$ cat src/tlf_pkg.sv
// Package for the tank level text formatter: shared widths, register indexes,
// reset values, the report text table and the segment table of the report.
// No dependencies.
package tlf_pkg;

  localparam int NUM_W = 22;
  localparam int NARROW_W = 16;
  localparam int DEN_W = 8;
  localparam int TXT_W = 6;
  localparam int DIGITS_MAX = 5;

  localparam logic [2:0] REG_ECHO_DIVISOR = 3'd0;
  localparam logic [2:0] REG_EMPTY_DISTANCE = 3'd1;
  localparam logic [2:0] REG_DEAD_ZONE = 3'd2;
  localparam logic [2:0] REG_LITRES_PER_CM = 3'd3;
  localparam logic [2:0] REG_CAPACITY = 3'd4;

  localparam logic [7:0] RST_ECHO_DIVISOR = 8'd3;
  localparam logic [9:0] RST_EMPTY_DISTANCE = 10'd220;
  localparam logic [9:0] RST_DEAD_ZONE = 10'd20;
  localparam logic [11:0] RST_LITRES_PER_CM = 12'd314;
  localparam logic [15:0] RST_CAPACITY = 16'd6000;

  localparam logic [DEN_W-1:0] DEC_BASE = 8'd10;
  localparam logic [7:0] CHAR_ZERO = 8'h30;
  localparam logic [7:0] CHAR_CR = 8'h0D;
  localparam logic [7:0] CHAR_LF = 8'h0A;
  localparam logic [TXT_W-1:0] TXT_LAST = 6'd32;

  localparam logic [1:0] VAL_DIST = 2'd0;
  localparam logic [1:0] VAL_HEIGHT = 2'd1;
  localparam logic [1:0] VAL_VOL = 2'd2;

  typedef struct packed {
    logic start;
    logic wide;
    logic [NUM_W-1:0] num;
    logic [DEN_W-1:0] den;
  } div_req_t;

  typedef struct packed {
    logic done;
    logic [NUM_W-1:0] quo;
    logic [DEN_W-1:0] rem;
  } div_rsp_t;

  typedef struct packed {
    logic is_num;
    logic [TXT_W-1:0] first;
    logic [TXT_W-1:0] stop;
    logic [1:0] vsel;
  } seg_t;

  // Concatenated report text: "D: LLENO | V: ", "cm | H: ", "cm | V: ", "L\r\n".
  function automatic logic [7:0] txt_char(input logic [TXT_W-1:0] idx);
    logic [7:0] c;
    case (idx)
      6'd0: c = "D";
      6'd1: c = ":";
      6'd2: c = " ";
      6'd3: c = "L";
      6'd4: c = "L";
      6'd5: c = "E";
      6'd6: c = "N";
      6'd7: c = "O";
      6'd8: c = " ";
      6'd9: c = "|";
      6'd10: c = " ";
      6'd11: c = "V";
      6'd12: c = ":";
      6'd13: c = " ";
      6'd14: c = "c";
      6'd15: c = "m";
      6'd16: c = " ";
      6'd17: c = "|";
      6'd18: c = " ";
      6'd19: c = "H";
      6'd20: c = ":";
      6'd21: c = " ";
      6'd22: c = "c";
      6'd23: c = "m";
      6'd24: c = " ";
      6'd25: c = "|";
      6'd26: c = " ";
      6'd27: c = "V";
      6'd28: c = ":";
      6'd29: c = " ";
      6'd30: c = "L";
      6'd31: c = CHAR_CR;
      6'd32: c = CHAR_LF;
      default: c = CHAR_LF;
    endcase
    return c;
  endfunction

  function automatic seg_t seg_info(input logic full, input logic [2:0] seg);
    seg_t s;
    s = '{is_num: 1'b0, first: 6'd30, stop: TXT_LAST, vsel: VAL_VOL};
    if (full) begin
      case (seg)
        3'd0: s = '{is_num: 1'b0, first: 6'd0, stop: 6'd13, vsel: VAL_VOL};
        3'd1: s = '{is_num: 1'b1, first: 6'd0, stop: 6'd0, vsel: VAL_VOL};
        default: s = '{is_num: 1'b0, first: 6'd30, stop: TXT_LAST, vsel: VAL_VOL};
      endcase
    end else begin
      case (seg)
        3'd0: s = '{is_num: 1'b0, first: 6'd0, stop: 6'd2, vsel: VAL_DIST};
        3'd1: s = '{is_num: 1'b1, first: 6'd0, stop: 6'd0, vsel: VAL_DIST};
        3'd2: s = '{is_num: 1'b0, first: 6'd14, stop: 6'd21, vsel: VAL_DIST};
        3'd3: s = '{is_num: 1'b1, first: 6'd0, stop: 6'd0, vsel: VAL_HEIGHT};
        3'd4: s = '{is_num: 1'b0, first: 6'd22, stop: 6'd29, vsel: VAL_DIST};
        3'd5: s = '{is_num: 1'b1, first: 6'd0, stop: 6'd0, vsel: VAL_VOL};
        default: s = '{is_num: 1'b0, first: 6'd30, stop: TXT_LAST, vsel: VAL_VOL};
      endcase
    end
    return s;
  endfunction

endpackage

$ cat src/tlf_divider.sv
// Shared restoring divider, one quotient bit per cycle.
// Depends on tlf_pkg for the request and response structs and widths.
module tlf_divider (
  input  logic             clk,
  input  logic             rst,
  input  tlf_pkg::div_req_t req,
  output tlf_pkg::div_rsp_t rsp
);
  import tlf_pkg::*;

  localparam int CNT_W = $clog2(NUM_W + 1);

  logic busy;
  logic done;
  logic [CNT_W-1:0] cnt;
  logic [NUM_W-1:0] acc;
  logic [DEN_W-1:0] rem;
  logic [DEN_W-1:0] den;
  logic [DEN_W:0] trial;
  logic [DEN_W:0] diff;
  logic ge;

  assign trial = {rem, acc[NUM_W-1]};
  assign diff = trial - {1'b0, den};
  assign ge = trial >= {1'b0, den};

  always_ff @(posedge clk) begin
    if (rst) begin
      busy <= 1'b0;
      done <= 1'b0;
      cnt <= '0;
    end else begin
      done <= 1'b0;
      if (req.start) begin
        busy <= 1'b1;
        cnt <= req.wide ? CNT_W'(NUM_W) : CNT_W'(NARROW_W);
      end else if (busy) begin
        cnt <= cnt - 1'b1;
        if (cnt == CNT_W'(1)) begin
          busy <= 1'b0;
          done <= 1'b1;
        end
      end
    end
  end

  always_ff @(posedge clk) begin
    if (req.start) begin
      acc <= req.wide ? req.num : {req.num[NARROW_W-1:0], {(NUM_W - NARROW_W){1'b0}}};
      rem <= '0;
      den <= req.den;
    end else if (busy) begin
      acc <= {acc[NUM_W-2:0], ge};
      rem <= ge ? diff[DEN_W-1:0] : trial[DEN_W-1:0];
    end
  end

  assign rsp.done = done;
  assign rsp.quo = acc;
  assign rsp.rem = rem;

endmodule

$ cat src/tank_level_text_formatter.sv
// Tank level text formatter. Turns an echo count into an ASCII report,
// one character per output transaction. Depends on tlf_pkg and tlf_divider.
//
// Channels: the input transaction (in_valid, in_ready, echo_count) carries
// one echo count; each output transaction (out_valid, out_ready, out_char,
// last) carries one report character, and last marks the final line feed.
// Registers are written through cfg_we, cfg_index and cfg_data; the
// user must write them only while idle; the block does not enforce it.
// All divisions run on one shared restoring divider under a small
// sequencer, and the volume product comes from a separate multiplier.
// The sequencer divides the echo count for the distance, multiplies and
// divides for the volume unless the tank is full, gives each segment a
// setup state and converts each number digit by digit by dividing by ten.
// The block accepts a new echo count only when idle, which it reaches
// right after handing its final character to the output register.
// If the receiver stalls, the character waits in that register and the
// sequencer stops at its next character. Reset empties the output
// register, returns to idle and loads the default register values.
module tank_level_text_formatter #(
  parameter int ECHO_BITS = 16
) (
  input  logic                 clk,
  input  logic                 rst,
  input  logic                 in_valid,
  output logic                 in_ready,
  input  logic [ECHO_BITS-1:0] echo_count,
  output logic                 out_valid,
  input  logic                 out_ready,
  output logic [7:0]           out_char,
  output logic                 last,
  input  logic                 cfg_we,
  input  logic [2:0]           cfg_index,
  input  logic [15:0]          cfg_data
);
  import tlf_pkg::*;

  localparam logic [3:0] S_IDLE = 4'd0;
  localparam logic [3:0] S_DIST = 4'd1;
  localparam logic [3:0] S_MUL = 4'd2;
  localparam logic [3:0] S_VOLGO = 4'd3;
  localparam logic [3:0] S_VOL = 4'd4;
  localparam logic [3:0] S_SEG = 4'd5;
  localparam logic [3:0] S_TXT = 4'd6;
  localparam logic [3:0] S_CONV = 4'd7;
  localparam logic [3:0] S_NUM = 4'd8;

  logic [7:0] echo_divisor;
  logic [9:0] empty_distance;
  logic [9:0] dead_zone;
  logic [11:0] litres_per_cm_tenths;
  logic [15:0] capacity;

  logic [3:0] state;
  logic [3:0] state_next;
  logic [2:0] seg;
  logic [TXT_W-1:0] tidx;
  logic [2:0] sp;
  logic [3:0] digits [DIGITS_MAX];
  logic full;
  logic [15:0] dist_cm;
  logic [9:0] height;
  logic [15:0] vol;
  logic [NUM_W-1:0] prod;

  div_req_t div_req;
  div_rsp_t div_rsp;
  seg_t info;

  logic can_load;
  logic [15:0] q16;
  logic [15:0] num_val;
  logic [2:0] top_idx;

  tlf_divider u_div (
    .clk(clk),
    .rst(rst),
    .req(div_req),
    .rsp(div_rsp)
  );

  assign info = seg_info(full, seg);
  assign can_load = !out_valid || out_ready;
  assign in_ready = (state == S_IDLE);
  assign q16 = div_rsp.quo[15:0];
  assign top_idx = sp - 3'd1;

  always_comb begin
    case (info.vsel)
      VAL_DIST: num_val = dist_cm;
      VAL_HEIGHT: num_val = {6'b0, height};
      default: num_val = vol;
    endcase
  end

  always_comb begin
    div_req.start = 1'b0;
    div_req.wide = 1'b0;
    div_req.num = NUM_W'(num_val);
    div_req.den = DEC_BASE;
    case (state)
      S_IDLE: begin
        div_req.start = in_valid;
        div_req.num = NUM_W'(echo_count);
        div_req.den = (echo_divisor == '0) ? DEN_W'(1) : echo_divisor;
      end
      S_VOLGO: begin
        div_req.start = 1'b1;
        div_req.wide = 1'b1;
        div_req.num = prod;
      end
      S_SEG: begin
        div_req.start = info.is_num;
      end
      S_CONV: begin
        div_req.start = div_rsp.done && (div_rsp.quo != '0);
        div_req.num = div_rsp.quo;
      end
      default: begin
        div_req.start = 1'b0;
      end
    endcase
  end

  always_comb begin
    state_next = state;
    case (state)
      S_IDLE: if (in_valid) state_next = S_DIST;
      S_DIST: begin
        if (div_rsp.done) begin
          state_next = (q16 < {6'b0, dead_zone}) ? S_SEG : S_MUL;
        end
      end
      S_MUL: state_next = S_VOLGO;
      S_VOLGO: state_next = S_VOL;
      S_VOL: if (div_rsp.done) state_next = S_SEG;
      S_SEG: state_next = info.is_num ? S_CONV : S_TXT;
      S_TXT: begin
        if (can_load && tidx == info.stop) begin
          state_next = (tidx == TXT_LAST) ? S_IDLE : S_SEG;
        end
      end
      S_CONV: if (div_rsp.done && div_rsp.quo == '0) state_next = S_NUM;
      S_NUM: if (can_load && sp == 3'd1) state_next = S_SEG;
      default: state_next = S_IDLE;
    endcase
  end

  always_ff @(posedge clk) begin
    if (rst) begin
      state <= S_IDLE;
      out_valid <= 1'b0;
      echo_divisor <= RST_ECHO_DIVISOR;
      empty_distance <= RST_EMPTY_DISTANCE;
      dead_zone <= RST_DEAD_ZONE;
      litres_per_cm_tenths <= RST_LITRES_PER_CM;
      capacity <= RST_CAPACITY;
      seg <= '0;
      sp <= '0;
    end else begin
      state <= state_next;
      if (cfg_we) begin
        case (cfg_index)
          REG_ECHO_DIVISOR: echo_divisor <= cfg_data[7:0];
          REG_EMPTY_DISTANCE: empty_distance <= cfg_data[9:0];
          REG_DEAD_ZONE: dead_zone <= cfg_data[9:0];
          REG_LITRES_PER_CM: litres_per_cm_tenths <= cfg_data[11:0];
          REG_CAPACITY: capacity <= cfg_data;
          default: ;
        endcase
      end
      if ((state == S_TXT || state == S_NUM) && can_load) begin
        out_valid <= 1'b1;
      end else if (out_ready) begin
        out_valid <= 1'b0;
      end
      case (state)
        S_DIST: seg <= '0;
        S_SEG: sp <= '0;
        S_TXT: if (can_load && tidx == info.stop) seg <= seg + 3'd1;
        S_CONV: if (div_rsp.done) sp <= sp + 3'd1;
        S_NUM: begin
          if (can_load) begin
            sp <= sp - 3'd1;
            if (sp == 3'd1) seg <= seg + 3'd1;
          end
        end
        default: ;
      endcase
    end
  end

  always_ff @(posedge clk) begin
    case (state)
      S_DIST: begin
        if (div_rsp.done) begin
          dist_cm <= q16;
          full <= q16 < {6'b0, dead_zone};
          height <= ({6'b0, empty_distance} > q16) ? empty_distance - q16[9:0] : '0;
          vol <= capacity;
        end
      end
      S_MUL: prod <= {12'b0, height} * {10'b0, litres_per_cm_tenths};
      S_VOL: begin
        if (div_rsp.done) begin
          vol <= (div_rsp.quo > NUM_W'(capacity)) ? capacity : q16;
        end
      end
      S_SEG: tidx <= info.first;
      S_TXT: begin
        if (can_load) begin
          out_char <= txt_char(tidx);
          last <= (tidx == TXT_LAST);
          tidx <= tidx + 1'b1;
        end
      end
      S_CONV: if (div_rsp.done) digits[sp] <= div_rsp.rem[3:0];
      S_NUM: begin
        if (can_load) begin
          out_char <= CHAR_ZERO | {4'b0, digits[top_idx]};
          last <= 1'b0;
        end
      end
      default: ;
    endcase
  end

`ifndef SYNTHESIS
  a_busy_after_accept: assert property (@(posedge clk) disable iff (rst)
    (in_valid && in_ready) |=> !in_ready)
    else $error("block still ready after accepting an echo count");

  a_done_in_wait_state: assert property (@(posedge clk) disable iff (rst)
    div_rsp.done |-> (state == S_DIST || state == S_VOL || state == S_CONV))
    else $error("divider finished outside a waiting state");

  a_digit_stack_bound: assert property (@(posedge clk) disable iff (rst)
    sp <= 3'(DIGITS_MAX))
    else $error("digit stack overflow");

  a_last_is_line_feed: assert property (@(posedge clk) disable iff (rst)
    (out_valid && last) |-> (out_char == CHAR_LF))
    else $error("final character is not a line feed");
`endif

endmodule

$ cat config.mk
export PLATFORM = sky130hd
export DESIGN_NAME = tank_level_text_formatter
export DESIGN_NICKNAME = d
export VERILOG_FILES = /design/src/tlf_pkg.sv /design/src/tlf_divider.sv /design/src/tank_level_text_formatter.sv
export SDC_FILE = /design/constraint.sdc
export NUM_CORES = 1
export LEC_CHECK = 0
export ABC_AREA = 1
export BUFFER_PORTS_ARGS = -buffer_cell sky130_fd_sc_hd__buf_2
export CAP_MARGIN = 15
export CORE_MARGIN = 8
export CORE_UTILIZATION = 52
export DETAILED_ROUTE_END_ITERATION = 10
export PLACE_DENSITY = 0.68
export SLEW_MARGIN = 25
export SYNTH_ARGS = -nofsm -noshare
export SYNTH_HDL_FRONTEND = slang
export SYNTH_SLANG_ARGS = --single-unit
$ cat constraint.sdc
create_clock -name clk -period 4.48 [get_ports clk]
set_input_delay 0.896 -clock clk [delete_from_list [all_inputs] [get_ports clk]]
set_output_delay 0.896 -clock clk [all_outputs]
set_load 0.03 [all_outputs]
# Word level (Yosys, flattened, before mapping)

Memory sizes are Yosys's and may differ from the RTL's. A register that Yosys moved wholly into a read port is not among the register bits.
Cells that the tools add are included.

Add/sub/neg operators: 7
$mul: 1
$lt $le $gt $ge: 4
Equality and inequality tests: 33
Muxes and demuxes: 54
Bitwise logic cells: 2
Reductions and logical operators: 37

Operators by type and width:

| operator           | count |
|---|---|
| $pmux 15 s6        | 1 |
| $mux 22            | 3 |
| $pmux 22 s3        | 1 |
| $pmux 16 s2        | 2 |
| $mux 16            | 3 |
| $pmux 4 s9         | 1 |
| $pmux 15 s2        | 1 |
| $mux 4             | 7 |
| $mux 3             | 8 |
| $mux 8             | 3 |
| $gt 22x16->1       | 1 |
| $logic_not 22->1   | 1 |
| $mul 10x12->22     | 1 |
| $reduce_bool 22->1 | 1 |
| $pmux 3 s3         | 2 |
| $eq 4x3->1 const B | 4 |
| $gt 10x16->1       | 1 |
| $lt 16x10->1       | 1 |
| $pmux 8 s2         | 1 |
| $reduce_and 2->1   | 8 |
| $mux 15            | 1 |
| $ne 2x2->1 const B | 7 |
| $mux 1             | 13 |
| $eq 3x2->1 const B | 4 |
| other kinds (38)   | 62 |

Register bits: 192
RAM bits: 20
Memory bits (read-only): 448
Input port bits: 40
Output and inout port bits: 11
Logic and storage cells: 165
Memories: 2

Memories:

| name             | depth | bits a word | read ports | clocked after Yosys merged registers in | write ports | RTL line                        | text |
|---|---|---|---|---|---|---|---|
| (name not given) | 64    | 7           | 1          | 1                                       | 0           | tlf_pkg.sv:57                   | `case (idx)` |
| digits           | 5     | 4           | 1          | 0                                       | 1           | tank_level_text_formatter.sv:58 | `logic [3:0] digits [DIGITS_MAX];` |

# Longest topological paths before layout

Gate-level depths: netlist (run 1).

Depth in word-level cells: 8
Depth in mapped cells: 23
Depth with buffers taken out: 22

# Hierarchy

A second synthesis (run 1) with hierarchy kept.

Cell total of the unflattened synthesis: 1,987
Area, all modules: 15,944.0 um^2

By module, submodules not included:

| module                    | instances | cells each | area each (um^2) |
|---|---|---|---|
| tank_level_text_formatter | 1         | 1,700      | 13,487.9 |
| tlf_divider               | 1         | 287        | 2,456.1 |

# Worst setup path before layout (run 1)

OpenSTA, ideal clock, no wires.

Path type: register to register
Start: reg height[3]
End: reg prod[19], data pin
Setup time: 0.252 ns
Data arrival time: 4.707 ns
Data required time: 4.228 ns
Path slack: -0.480 ns
Stages on the path, launching flop included: 24
Path buffers: 1
Clock period less this slack: 4.960 ns
Cells stage by stage: edfxtp_1 -> clkbuf_1 -> nand2_1 -> fa_1 -> inv_1 -> fa_1 -> inv_1 -> fa_1 -> inv_1 -> fa_1 -> inv_1 -> fa_1 -> inv_1 -> ha_1 -> a21oi_1 -> o21ai_0 -> a21oi_1 -> o21ai_0 -> nand3_1 -> nand2_1 -> nand2_1 -> nand2_1 -> nand2_1 -> nand2_1

Cells in the longest elaborated chain, start to end: 1

Ends and longest elaborated chain:

| what                   | RTL line                         | text |
|---|---|---|
| from (decl)            | tank_level_text_formatter.sv:61  | `logic [9:0] height;` |
| from (signal assigned) | tank_level_text_formatter.sv:198 | `height <= ({6'b0, empty_distance} > q16) ? empty_distance - q16[9:0] : '0;` |
| $mul 10x12->22         | tank_level_text_formatter.sv:202 | `S_MUL: prod <= {12'b0, height} * {10'b0, litres_per_cm_tenths};` |
| to (signal assigned)   | tank_level_text_formatter.sv:202 |  |
| to (decl)              | tank_level_text_formatter.sv:63  | `logic [NUM_W-1:0] prod;` |

Every way passes these cells.
A chain may end at the register's enable or synchronous reset.

# Worst setup path after layout (run 1)

Start: reg height[8]
End: reg prod[17], data pin

The elaborated chain is that of the path after synthesis.

==> impl_metrics.json, run 1 <==
{
  "status": "finished, violations left",
  "violations": "negative setup slack",
  "synth_area_per_cell_um2": 8.04,
  "relSlewSlack_pct": 38.9,
  "final_common_cell": "nand2_1",
  "multi_input_area_mm2": 0.00886,
  "drive_gt1_share_pct": 14.9,
  "end_kind": "register",
  "initial_utilization_pct": 52.7,
  "yosys_warnings": 0,
  "irDropWorstVdd_mv": 0.538,
  "drt_drc_violations_left": 0,
  "tightestPinTransition_ns": 0.914,
  "grt_max_degree": 41,
  "syn_inst": 1943,
  "finalPower_uw": 10800,
  "hpwl_um": 32500,
  "muxShareOfSynthArea_pct": 0,
  "finalHoldViolCount": 0,
  "cts-root-buf": "clkbuf_16",
  "cts_buffers": 25,
  "synth_compound_area_share_pct": 10.6,
  "io_buffers": 49,
  "synth-async-reset-ratio_pct": 0,
  "ys_seq_area_share_pct": 36.2,
  "fin_area_mm2": 0.0181,
  "synth_edf_count": 129,
  "clkLatencyLatePin_ns": 0.53,
  "postPlaceCellArea_mm2": 0.0168,
  "fin_ws_ns": -0.159,
  "antenna_left": 0,
  "fin_nets": 2298,
  "synth-simple-area-share_pct": 22.0,
  "place_congestion": 0.939,
  "wire_per_inst_um": 16.9,
  "cts.sinks": 218,
  "dr_total_vias": 13200,
  "htreeDepth": 1,
  "ys.flop_type": "edfxtp_1",
  "grt_overflow_total": 0,
  "grt_usage_pct": 23.1,
  "cp.required_ns": 4.76,
  "fill_cells": 2684,
  "yosys.area_share.adder_pct": 19.7,
  "arrival_ns": 4.92,
  "cellLeakagePower_uw": 0.00869,
  "grt_pass1_wl_um": 67100,
  "die_h_um": 189,
  "synth_area_mm2": 0.0156,
  "p_per_area_mw_per_mm2": 598,
  "core_mm2": 0.0296,
  "syn-num-nets": 2181,
  "ios": 51,
  "first_global_vias": 12900,
  "clk_path_buf_depth": 3,
  "num_rows": 63,
  "dp_slack_ns": -0.249,
  "vias_per_cell": 5.36,
  "crit_fanout": 4,
  "hold_class": "register to register",
  "most-common-layout-cells": "449 x nand2_1, 309 x inv_1, 146 x nor2_1",
  "drtIter0Drc": 983,
  "max_freq_mhz": 216,
  "seqCellArea_mm2": 0.00566,
  "finalSetupViolCount": 10,
  "period_needed_ns": 4.64,
  "antenna_found_initial": 0,
  "ys_ff_latch": 218,
  "antenna_cells": 0,
  "dieArea_mm2": 0.0358,
  "area_growth_pct": 15.8,
  "synth_top_family_by_area": "simple AND/OR/NAND/NOR gates",
  "final_max_slew_viol_count": 0,
  "wirelength_um": 41600,
  "skew_ns": 0.0239,
  "yosysUniqueCellTypes": 51,
  "rsz0062_at_grt": "yes",
  "cts_hold_buf": 0,
  "fin_crit_sh_pct": 104,
  "clk_pin_slew_ns": 0.06,
  "dr.pass1.iters": 5,
  "synthXorXnorAreaFrac_pct": 1.74,
  "final_util_pct": 61.0,
  "cp-start-kind": "register",
  "crit_type": "register to register",
  "maxCapViolCount": 0,
  "fp.dieW_um": 189,
  "cts_tree": "done"
}
==> sequential cells by signal (all words and copies together), names as in the netlist, 12 cells and up, named ones only <==
signal,flops
capacity,16
digits,20
dist_cm,16
litres_per_cm_tenths,12
prod,22
u_div.acc,22
vol,16
==> cell families after synthesis <==
logic type / after synthesis
AO/OA/AOI/OAI: 297
other: 1
adder cells (fa/ha/maj): 198
XOR/XNOR: 31
buffers and inverters: 392
flip-flops: 218
AND/OR/NAND/NOR: 806
==> through the flow <==
stage / std cells / setup TNS (ns) / hold slack, ns
6_report: 2469 / -0.922 / 0.457
5_1_grt: 2469 / -2.89 / 0.491
4_1_cts: 2466 / -0.630 / 0.461
3_5_place_dp: 2405 / -2.10 / 0.452
3_3_place_gp: 2405 / -1.46 / 0.442
2_1_floorplan: 1943 / -0.0416 / 0.427
==> synthesized netlist by cell type (all sizes together), types with 14 or more instances <==
| cell | n | area, µm² |
|---|---|---|
| nand2 | 477 | 1840 |
| inv | 330 | 1240 |
| nor2 | 160 | 637 |
| edfxtp | 129 | 3870 |
| o21ai | 120 | 616 |
| a21oi | 118 | 606 |
| ha | 118 | 1480 |
| nand3 | 109 | 566 |
| dfxtp | 89 | 1780 |
| fa | 80 | 1600 |
| clkbuf | 48 | 180 |
| o211ai | 26 | 195 |
| xor2 | 21 | 184 |
| nand4 | 18 | 113 |
| buf | 14 | 95.1 |
==> power by group <==
part	internal (µW)	switching, µW	total (µW)
Clock	1100	810	1910
Combinational	2520	3460	5980
Sequential	2650	269	2920
==> timing repair <==
action,CTS,global route
setup buffers,15,3
setup endpoints to repair,13,14
gates resized for setup,24,56
pin swaps,24,33
==> area by class of cell <==
class,instances,area share [%]
Sequential cell,218,31.3
Multi-Input combinational cell,1333,49.0
Inverter,330,6.88
Tap cell,390,2.70
Timing Repair Buffer,152,5.91
Clock inverter,7,0.235
Clock buffer,39,3.98
==> worst max-delay path: stages (launching register included) <==
cell	delay (ns)
edfxtp_1	0.45
buf_6	0.16
nand2_2	0.06
inv_1	0.04
fa_1	0.48
fa_1	0.59
fa_1	0.44
fa_1	0.53
inv_2	0.04
fa_1	0.51
inv_2	0.05
ha_4	0.17
a21oi_4	0.17
o21ai_1	0.11
a21oi_2	0.13
o21ai_2	0.08
nand3_1	0.08
nand2_1	0.06
buf_4	0.13
xor2_1	0.13
==> layer usage <==
metal	up-vias	wire, µm	global-route usage [%]
li1	6497	-	-
met1	6208	17600	30.1
met2	446	20000	39.0
met3	80	2690	3.50
met4	0	1320	7.70
met5	-	0	0
==> final timing paths <==
| kind | start | end | slack [ns] | cells after the start |
|---|---|---|---|---|
| min reg2reg | u_div.rem[7] | u_div.rem[7] | 0.46 | 2 |
| max | height[8] | prod[17] | -0.16 | 19 |
| max reg2reg | height[8] | prod[17] | -0.16 | 19 |
| min | u_div.rem[7] | u_div.rem[7] | 0.46 | 2 |
(Power assumes the default switching activity.)
==> run 2, diff against run 1 <==
- CORE_ASPECT_RATIO: not set -> 1.75
==> run 2 against run 1 <==
Against the previous run:
- the flow still finishes with violations (negative setup slack)
- sequential power increased by 2%
- register-to-register slack lost 0.09 ns
- sequential share of layout area is 0.65 points lower
==> impl_metrics.json, run 2 (synthesized netlist as in run 1, its figures left out) <==
{
  "r2r-end": "prod[20]",
  "arrival_ns": 5.02,
  "antenna_found_initial": 0,
  "crit_fanout": 4,
  "cp.required_ns": 4.76,
  "cts_tree": "done",
  "dieArea_mm2": 0.0360,
  "rsz0062_at_grt": "yes",
  "cts_buffers": 23,
  "dp_slack_ns": -0.577,
  "status": "finished, violations left",
  "fin_area_mm2": 0.0185,
  "antenna_left": 0,
  "cp-start-kind": "register",
  "hold_class": "register to register",
  "grt_usage_pct": 26.6,
  "fin_crit_sh_pct": 106,
  "drt_drc_violations_left": 0,
  "die_h_um": 245,
  "final_max_slew_viol_count": 0,
  "cellLeakagePower_uw": 0.00885,
  "fin_ws_ns": -0.254,
  "core_mm2": 0.0298,
  "most-common-layout-cells": "438 x nand2_1, 300 x inv_1, 147 x nor2_1",
  "maxCapViolCount": 0,
  "reg.largest.list": "prod x22, u_div.acc x22, digits x20",
  "cts-root-buf": "clkbuf_16",
  "r2r_setup_slack_ns": -0.25,
  "relSlewSlack_pct": 33.5,
  "dr.pass1.iters": 6,
  "violations": "negative setup slack",
  "area_growth_pct": 18.4,
  "cts.sinks": 218,
  "period_needed_ns": 4.73,
  "antenna_cells": 0,
  "reg2regPathDepth": 18,
  "place_congestion": 0.921,
  "num_rows": 84,
  "hpwl_um": 36900,
  "postPlaceCellArea_mm2": 0.0170,
  "grt_overflow_total": 0,
  "crit_end": "prod[20]",
  "seqCellArea_mm2": 0.00567,
  "p_per_area_mw_per_mm2": 620,
  "wirelength_um": 47800,
  "finalHoldViolCount": 0,
  "dr_total_vias": 13600,
  "drtIter0Drc": 822,
  "wire_per_inst_um": 19.2,
  "final_util_pct": 61.9,
  "clkLatencyLatePin_ns": 0.55,
  "clk_pin_slew_ns": 0.06,
  "initial_utilization_pct": 52.3,
  "hold_slack_ns": 0.454,
  "tightestPinTransition_ns": 0.995,
  "io_buffers": 49,
  "first_global_vias": 14300,
  "clk_path_buf_depth": 3,
  "fin_nets": 2319,
  "ios": 51,
  "crit_path_start": "height[6]",
  "cts_hold_buf": 0,
  "fp.dieW_um": 147,
  "irDropWorstVdd_mv": 0.470,
  "multi_input_area_mm2": 0.00899,
  "skew_ns": 0.0244,
  "htreeDepth": 1,
  "grt_pass1_wl_um": 74900,
  "timing.rr.start": "height[6]",
  "end_kind": "register",
  "drive_gt1_share_pct": 17.5,
  "grt_max_degree": 36,
  "max_freq_mhz": 211,
  "crit_type": "register to register",
  "finalSetupViolCount": 10,
  "fill_cells": 2609,
  "vias_per_cell": 5.48,
  "final_common_cell": "nand2_1"
}
==> run 2: metal layers <==
metal  vias to the layer above  wire length [µm]  share of wire (%)  global-route usage (%)
met4                         0              3600                7.5                    18.4
met2                       420             26200                 55                    52.0
met1                      6480             15800                 33                    25.0
li1                       6542                 -                  -                       -
met5                         -                 0                  0                       0
met3                       180              2210                4.6                    3.30
==> run 2: report_power, final <==
part	internal, µW	switching (µW)	leakage, µW
Clock	1090	854	0.000371
Sequential	2650	322	0.00191
Combinational	2850	3690	0.00657
Total	6590	4870	0.00885
==> run 2: worst min-delay path by stage <==
| stage | slack, ns | cells past startpoint | start | endpoint |
|---|---|---|---|---|
| 4_1_cts | 0.46 | 2 | u_div.rem[7] | u_div.rem[7] |
| 5_1_grt | 0.47 | 2 | dead_zone[1] | dead_zone[1] |
| 3_3_place_gp | 0.44 | 2 | u_div.rem[7] | u_div.rem[7] |
| 6_report | 0.45 | 2 | u_div.rem[7] | u_div.rem[7] |
| 3_5_place_dp | 0.45 | 2 | u_div.rem[7] | u_div.rem[7] |
| 2_1_floorplan | 0.43 | 2 | u_div.rem[7] | u_div.rem[7] |
==> run 2: through the flow <==
| stage | TNS (ns) | total power (µW) | std cells |
|---|---|---|---|
| 2_1_floorplan | -0.0416 | 6330 | 1943 |
| 3_3_place_gp | -2.64 | 8210 | 2415 |
| 3_5_place_dp | -3.31 | 8310 | 2415 |
| 4_1_cts | -1.80 | 10700 | 2478 |
| 5_1_grt | -3.63 | 12200 | 2485 |
| 6_report | -1.99 | 11500 | 2485 |
==> run 2: timing repair <==
item                                    in CTS  in global routing
hold endpoints to repair                     0                  0
setup buffers                               21                  7
endpoints found under the setup margin      13                 13
pin swaps                                   44                 60
resized for setup                           71                 66
==> run 2: cell type report <==
cell class                      count  share of cell area [%]
Sequential cell                   218                    30.7
Timing Repair Buffer              175                    7.28
Tap cell                          387                    2.62
Clock buffer                       36                    3.77
Inverter                          330                    6.73
Multi-Input combinational cell   1333                    48.7
Clock inverter                      6                   0.298
==> run 2: worst max-delay path: stages (launching register included) <==
cell and delay, ns:
edfxtp_1 0.48, buf_6 0.18, nand2_4 0.06, inv_2 0.03, fa_1 0.49, fa_1 0.59
fa_1 0.43, fa_1 0.52, inv_2 0.05, fa_2 0.53, inv_2 0.04, ha_4 0.24
buf_6 0.12, a21oi_4 0.17, o21a_4 0.19, nand2_4 0.07, nand2_2 0.08, nand3_2 0.07
xor2_1 0.15
==> run 3, diff against run 2 <==
- CORE_MARGIN: 8 -> not set
==> run 3 against run 2 <==
Against the previous run:
- the flow still finishes with violations (negative setup slack)
- sequential power hardly changed
- clock skew is 0.0062 ns lower
- maximum frequency is 0.85% lower
- clock power is 7% higher
- worst setup slack worse by 0.041 ns
- first-iteration DRC count is 3.6% lower
- global-route usage is 4.4 points higher
- final cell count hardly changed
- total power is 2.1% higher
- routed wire length is 2.4% lower
==> impl_metrics.json, run 3 (synthesized netlist as in run 1, its figures left out) <==
{
  "grt_pass1_wl_um": 72600,
  "drtIter0Drc": 792,
  "crit_path_start": "height[6]",
  "crit_type": "register to register",
  "cellLeakagePower_uw": 0.00887,
  "pwr-share-seq_pct": 25.3,
  "hold_class": "register to register",
  "cts-root-buf": "clkbuf_16",
  "htreeDepth": 1,
  "max_freq_mhz": 209,
  "first_global_vias": 14100,
  "rsz0062_at_grt": "yes",
  "hold_slack_ns": 0.454,
  "core_mm2": 0.0294,
  "arrival_ns": 5.08,
  "cts_buffers": 23,
  "most-common-layout-cells": "443 x nand2_1, 301 x inv_1, 145 x nor2_1",
  "place_congestion": 0.940,
  "area_growth_pct": 18.3,
  "cp.required_ns": 4.78,
  "dp_slack_ns": -0.498,
  "antenna_left": 0,
  "timing.rr.start": "height[6]",
  "antenna_found_initial": 0,
  "swShare_pct": 42.6,
  "end_kind": "register",
  "clockPowerShare_pct": 17.7,
  "fp.dieW_um": 133,
  "antenna_cells": 0,
  "path_cells": "buf_6 -> buf_6 -> buf_4 -> nand2_1 -> fa_1 -> fa_1 -> inv_1 -> fa_1 -> inv_1 -> fa_1 -> inv_2 -> ha_4 -> ha_4 -> nand2_4 -> nor4_4 -> nand4_1 -> nand3_1 -> xor2_1",
  "dr_total_vias": 13700,
  "post-place-cells": 2413,
  "grt_overflow_total": 0,
  "fin_ws_ns": -0.295,
  "cts_tree": "done",
  "crit_fanout": 6,
  "die_h_um": 231,
  "final_max_slew_viol_count": 0,
  "maxCapViolCount": 0,
  "cp_common_cell": "fa_1",
  "cp-start-kind": "register",
  "dr.pass1.iters": 5,
  "cts.sinks": 218,
  "p_sw_uw": 4980,
  "ios": 51,
  "p_comb_share_pct": 57.0,
  "crit_slowest_cell": "fa_1",
  "clkLatencyLatePin_ns": 0.55,
  "relSlewSlack_pct": 36.7,
  "drt_drc_violations_left": 0,
  "critical-path-top-delay-family": "adder cells",
  "cp_num_buf_inv": 6,
  "cp_slowest_stage_delay_ns": 0.55,
  "drive_gt1_share_pct": 17.0,
  "finalHoldViolCount": 0,
  "dieArea_mm2": 0.0308,
  "p_per_area_mw_per_mm2": 633,
  "grt_usage_pct": 31.0,
  "wire_per_inst_um": 18.8,
  "finalPower_uw": 11700,
  "finalNonFillerCells": 2484,
  "power.internal_uw": 6720,
  "io_buffers": 49,
  "wirelength_um": 46600,
  "tns_ns": -2.52,
  "clk_path_buf_depth": 3,
  "vias_per_cell": 5.53,
  "hp-start": "u_div.rem[7]",
  "fin_nets": 2323,
  "fin_crit_sh_pct": 107,
  "irDropWorstVdd_mv": 0.483,
  "period_needed_ns": 4.77,
  "finalSetupViolCount": 12,
  "status": "finished, violations left",
  "num_rows": 83,
  "reg.largest.list": "prod x22, u_div.acc x22, digits x20",
  "clk_pin_slew_ns": 0.07,
  "grt_max_degree": 29,
  "tightestPinTransition_ns": 0.947,
  "initial_utilization_pct": 53.1,
  "final_common_cell": "nand2_1",
  "cts_hold_buf": 0,
  "violations": "negative setup slack",
  "skew_ns": 0.0182,
  "hpwl_um": 36400
}
run 3: cell types whose count changed in the layout (fill, tap and decap cells not counted), sizes merged:
cell	before	now
clkinvlp	0	2
clkinv	1	9
bufinv	0	4
buf	175	179
clkbuf	36	24
inv	335	333
run 3: repair_timing:
| action | in CTS | in global routing |
|---|---|---|
| gates cloned | 0 | 0 |
| pin swaps | 47 | 54 |
| setup buffers | 12 | 17 |
| endpoints found under the setup margin | 13 | 14 |
| resized for setup | 53 | 60 |
run 3: worst register-to-register path, cell delays in order (launching register included):
cell and delay [ns]:
edfxtp_1 0.51, buf_6 0.17, buf_6 0.12, buf_4 0.13, nand2_1 0.07, fa_1 0.43
fa_1 0.51, inv_1 0.05, fa_1 0.52, inv_1 0.06, fa_1 0.55, inv_2 0.05
ha_4 0.24, ha_4 0.29, nand2_4 0.07, nor4_4 0.31, nand4_1 0.23, nand3_1 0.15
xor2_1 0.08
run 3: power groups by stage:
stage	logic, µW	clock network (µW)	registers [µW]
finish	6660	2070	2960
global route	7260	2160	2980
CTS	5870	2090	2950
detailed placement	5340	0	2990
global placement	5230	0	2990
floorplan	3490	0	2840
run 3: through the flow:
step	utilization (%)	area, µm²
2_1_floorplan	-	15800
3_3_place_gp	57.8	17000
3_5_place_dp	57.8	17000
4_1_cts	61.6	18100
5_1_grt	62.9	18500
6_report	62.9	18500
run 3: layer usage:
| layer | track usage [%] | up-vias | part of all wire [%] |
|---|---|---|---|
| met3 | 2.91 | 220 | 3.4 |
| met5 | 0 | - | 0 |
| met1 | 28.8 | 6566 | 33 |
| li1 | - | 6557 | - |
| met2 | 60.6 | 405 | 54 |
| met4 | 24.5 | 0 | 8.9 |
run 3: worst paths after layout:
| check | to | slack [ns] | cells past startpoint |
|---|---|---|---|
| worst max-delay path | prod[20] | -0.29 | 18 |
| worst min-delay path | u_div.rem[7] | 0.45 | 2 |
| worst max register to register | prod[20] | -0.29 | 18 |
| worst min register to register | u_div.rem[7] | 0.45 | 2 |
run 3: layout make-up:
class	count	area (µm²)
flip-flops and latches	218	5660
clock inverters	18	224
multi-input cells	1333	8930
inverters	330	1240
well taps	382	478
repair buffers	179	1360
clock buffers	24	579
fillers	2546	10900
